--- src/hdl/qaa_pkg.sv ---
// shared types, action codes and rounding helpers for the quaternion attitude alu
// no dependencies
package qaa_pkg;

    localparam int unsigned QW = 32;
    localparam int unsigned PW = 64;
    localparam int unsigned SW = 66;

    localparam logic [1:0] ACT_PROD = 2'd0;
    localparam logic [1:0] ACT_RATE = 2'd1;
    localparam logic [1:0] ACT_MAT  = 2'd2;

    localparam logic [1:0] ROW_LAST = 2'd2;

    typedef enum logic [1:0] {
        SH28,
        SH29,
        SH30
    } t_shift;

    // widen a product and apply its sign
    function automatic logic signed [SW-1:0] term(input logic signed [PW-1:0] p,
                                                  input logic neg);
        logic signed [SW-1:0] w;
        w = {{(SW-PW){p[PW-1]}}, p};
        return neg ? -w : w;
    endfunction

    // half of one output lsb, for round half up
    function automatic logic signed [SW-1:0] half(input t_shift s);
        logic signed [SW-1:0] h;
        case (s)
            SH28:    h = SW'(1) << 27;
            SH30:    h = SW'(1) << 29;
            default: h = SW'(1) << 28;
        endcase
        return h;
    endfunction

endpackage

--- src/hdl/qaa_round.sv ---
// scale, round and saturate one accumulated component to q3.29
// depends on qaa_pkg
module qaa_round (
    input  logic signed [qaa_pkg::SW-1:0] i_sum,
    input  qaa_pkg::t_shift               i_shift,
    output logic signed [qaa_pkg::QW-1:0] o_value,
    output logic                          o_sat
);
    import qaa_pkg::*;

    logic signed [SW-1:0] shifted;

    // half lsb was already added upstream, so this is a floor
    always_comb begin
        unique case (i_shift)
            SH28:    shifted = i_sum >>> 28;
            SH29:    shifted = i_sum >>> 29;
            SH30:    shifted = i_sum >>> 30;
            default: shifted = i_sum >>> 29;
        endcase
    end

    always_comb begin
        o_sat   = 1'b0;
        o_value = shifted[QW-1:0];
        if (shifted[SW-1] && !(&shifted[SW-1:QW-1])) begin
            o_sat   = 1'b1;
            o_value = {1'b1, {(QW-1){1'b0}}};
        end else if (!shifted[SW-1] && (|shifted[SW-1:QW-1])) begin
            o_sat   = 1'b1;
            o_value = {1'b0, {(QW-1){1'b1}}};
        end
    end

endmodule

--- config.mk ---
export PLATFORM = sky130hd
export DESIGN_NAME = qaa_round
export DESIGN_NICKNAME = d
export VERILOG_FILES = /design/src/hdl/qaa_pkg.sv /design/src/hdl/qaa_round.sv
export SDC_FILE = /design/constraint.sdc
export NUM_CORES = 1
export LEC_CHECK = 0
export BUFFER_PORTS_ARGS = -buffer_cell sky130_fd_sc_hd__buf_2
export CAP_MARGIN = 0
export CORE_ASPECT_RATIO = 0.6
export CORE_MARGIN = 1
export CORE_UTILIZATION = 43
export DETAILED_ROUTE_END_ITERATION = 16
export PLACE_DENSITY = 0.91
export RECOVER_POWER = 100
export SYNTH_ARGS = -nofsm -noshare
export SYNTH_HDL_FRONTEND = slang
export SYNTH_SLANG_ARGS = --single-unit
--- constraint.sdc ---
create_clock -name vclk -period 3.4
set_clock_uncertainty 0.15 [all_clocks]
set_input_delay 0.34 -clock vclk [all_inputs]
set_output_delay 0.34 -clock vclk [all_outputs]
set_load 0.03 [all_outputs]
==> qor.txt <==
# diodes - 0
Die footprint - 0.00283 mm²
Routed Antenna Nets - 0
Starting density of the core - 48.8%
Largest net degree at the start of global routing - 63
XOR/XNOR share of the synthesized area - 0%
Largest family of logic cells by synthesized area - compound AO/OA/AOI/OAI gates
Register Area - 0 µm²
Pins Over Slew Limit - 0
Iteration-0 DRC Markers - 108
RD Place Congestion - 0.775
Nets - 294
Hold_sp - i_sum[65]
Synth Area in Adders - 0%
DRC - 0
CTS resizes - 0
Worst-Margin Slew - 0.969 ns
Seq/Total Area, Yosys - 0%
Unique cell type count in the Yosys netlist - 22
Die X - 68.1 µm
Synth top area share - 27.6%
Crit path capture type - primary output
Critical path destination - o_value[15]
Count leader, synth - nand2_1
YS warnings - 0
Share of cells above drive strength 1 - 30.8%
Vias per cell - 5.52
Total track usage - 19.9%
Synth Area in Compound Gates - 38.8%
Hold Path Class - in -> out
CP arrival - 2.51 ns
Postcts setup bufs - 0
Port-buffer cells - 73
Static Leak - 0.626 nW
Global-route wire length before repair - 4.70 mm
Syn Inst Count - 164
Grt ovf - 0
Clock buffers - 0
Setup WS post-layout - 0.401 ns
Total routed wirelength - 3.08 mm
Final Power - 0.000269 W
Final cell count without fillers - 254
CP Max Fanout - 22
Setup TNS - 0 ns
Crit Path Class - in -> out
Slew headroom - 35.2%
Worst IR Drop VDD - 101 µV
Critical path origin - i_shift[1]
Placement Cell Area - 0.00143 mm²
Area growth syn-to-layout - 23.1%
Commonest cells in the netlist - 33 x nand2_1, 31 x mux2i_1, 31 x o21ai_0, 17 x o21ai_1, 14 x o21ai_2
FF+latch count - 0
Site Rows - 13
Final hold vios - 0
Max cap viols - 0
Vias in the first global route - 1,062
Syn Nets - 232
Synth Area per Inst - 6.87 µm²
Routed length per placed instance - 12.1 µm
Count of hold-fix buffers inserted at cts - 0
Final setup viols - 0
Synthesized area - 0.00113 mm²
Mux share of post-synthesis cell area - 27.6%
Tcrit/Tclk final - 88.2%
Setup crit start kind - primary input
WP data required - 2.91 ns
Initial antenna violation count - 0
Post-route cell area - 0.00139 mm²
Min Tclk post-route - 3.00 ns
Drt pass-1 iters - 4
Status - complete, no violations
PD cells - 194 mW/mm²
Largest area contributor in the netlist - mux2i_1
DP Worst Slack - 0.678 ns
Die Ht - 41.6 µm
DP Wirelength - 2.40 mm
Ports - 101
CORE AREA - 0.00231 mm²
RSZ-0062 raised after global routing - false
Top post-synthesis cells by area - mux2i_1 28%, o21ai_0 14%, nand2_1 11%
Vias - 1,401
DP Cell Count - 254
Fraction of the mapped netlist area in simple logic gates - 21.0%
F_max - 0.333 GHz
==> metrics by stage <==
step	hold WS [ns]	util [%]
after floorplan	0.715	-
after global placement	0.851	61.8
after detailed placement	0.853	61.8
after CTS	0.853	61.8
after global routing	0.909	60.0
final	0.889	60.0
==> report_power, final <==
part / switching, W / leakage (nW) / internal (W)
Clock: 0 / 0 / 0
Combinational: 0.000184 / 0.626 / 0.0000846
Sequential: 0 / 0 / 0
==> worst min path at each step <==
stage	end	slack (ns)	depth (start not counted)
after floorplan	o_value[31]	0.72	1
after global routing	o_value[31]	0.91	2
final	o_value[31]	0.89	2
after global placement	o_value[31]	0.85	2
after CTS	o_value[31]	0.85	2
after detailed placement	o_value[31]	0.85	2
==> kinds of logic (layout without fill, tap and decap cells) <==
kind of cell	after synthesis	in the layout
muxes	31	31
AOI/OAI and AO/OA	67	67
buffers and inverters	19	79
and+or+nand+nor	47	47
==> per-layer routing <==
metal | up-vias | wire length (µm) | share of wire (%) | global-route usage (%)
met5 | - | 0 | 0 | 0
met4 | 0 | 0 | 0 | 0
met3 | 0 | 192 | 6.2 | 0.549
met2 | 54 | 1320 | 43 | 32.4
met1 | 623 | 1570 | 51 | 30.2
li1 | 724 | - | - | -
==> placed cells by master, fill, tap and decap left out <==
cell type	Yosys	routed
buf_2	0	46
nand2_1	33	33
mux2i_1	31	31
o21ai_0	31	31
clkbuf_1	7	27
o21ai_1	17	17
o21ai_2	14	14
buf_4	3	4
nand4_1	3	3
nor2_1	3	3
nand4bb_1	2	2
nand4b_1	2	2
nand3_1	1	2
clkinv_1	1	1
o2111ai_2	1	1
a22oi_1	1	1
nor4_4	1	1
a31oi_2	1	1
o41ai_4	1	1
o41a_1	1	1
or2_1	1	1
clkbuf_2	0	1
==> critical path, stage by stage <==
cell	delay, ns
buf_2	0.11
buf_4	0.31
nand4b_1	0.15
nand4_1	0.12
nand3_1	0.52
buf_4	0.44
o21ai_1	0.18
clkbuf_1	0.32
==> area by class of cell <==
class / instances / area, µm²
well taps: 30 / 37.5
fillers: 242 / 923
multi-input cells: 145 / 978
inverters: 1 / 3.75
repair buffers: 78 / 367
(Power assumes the default switching activity.)
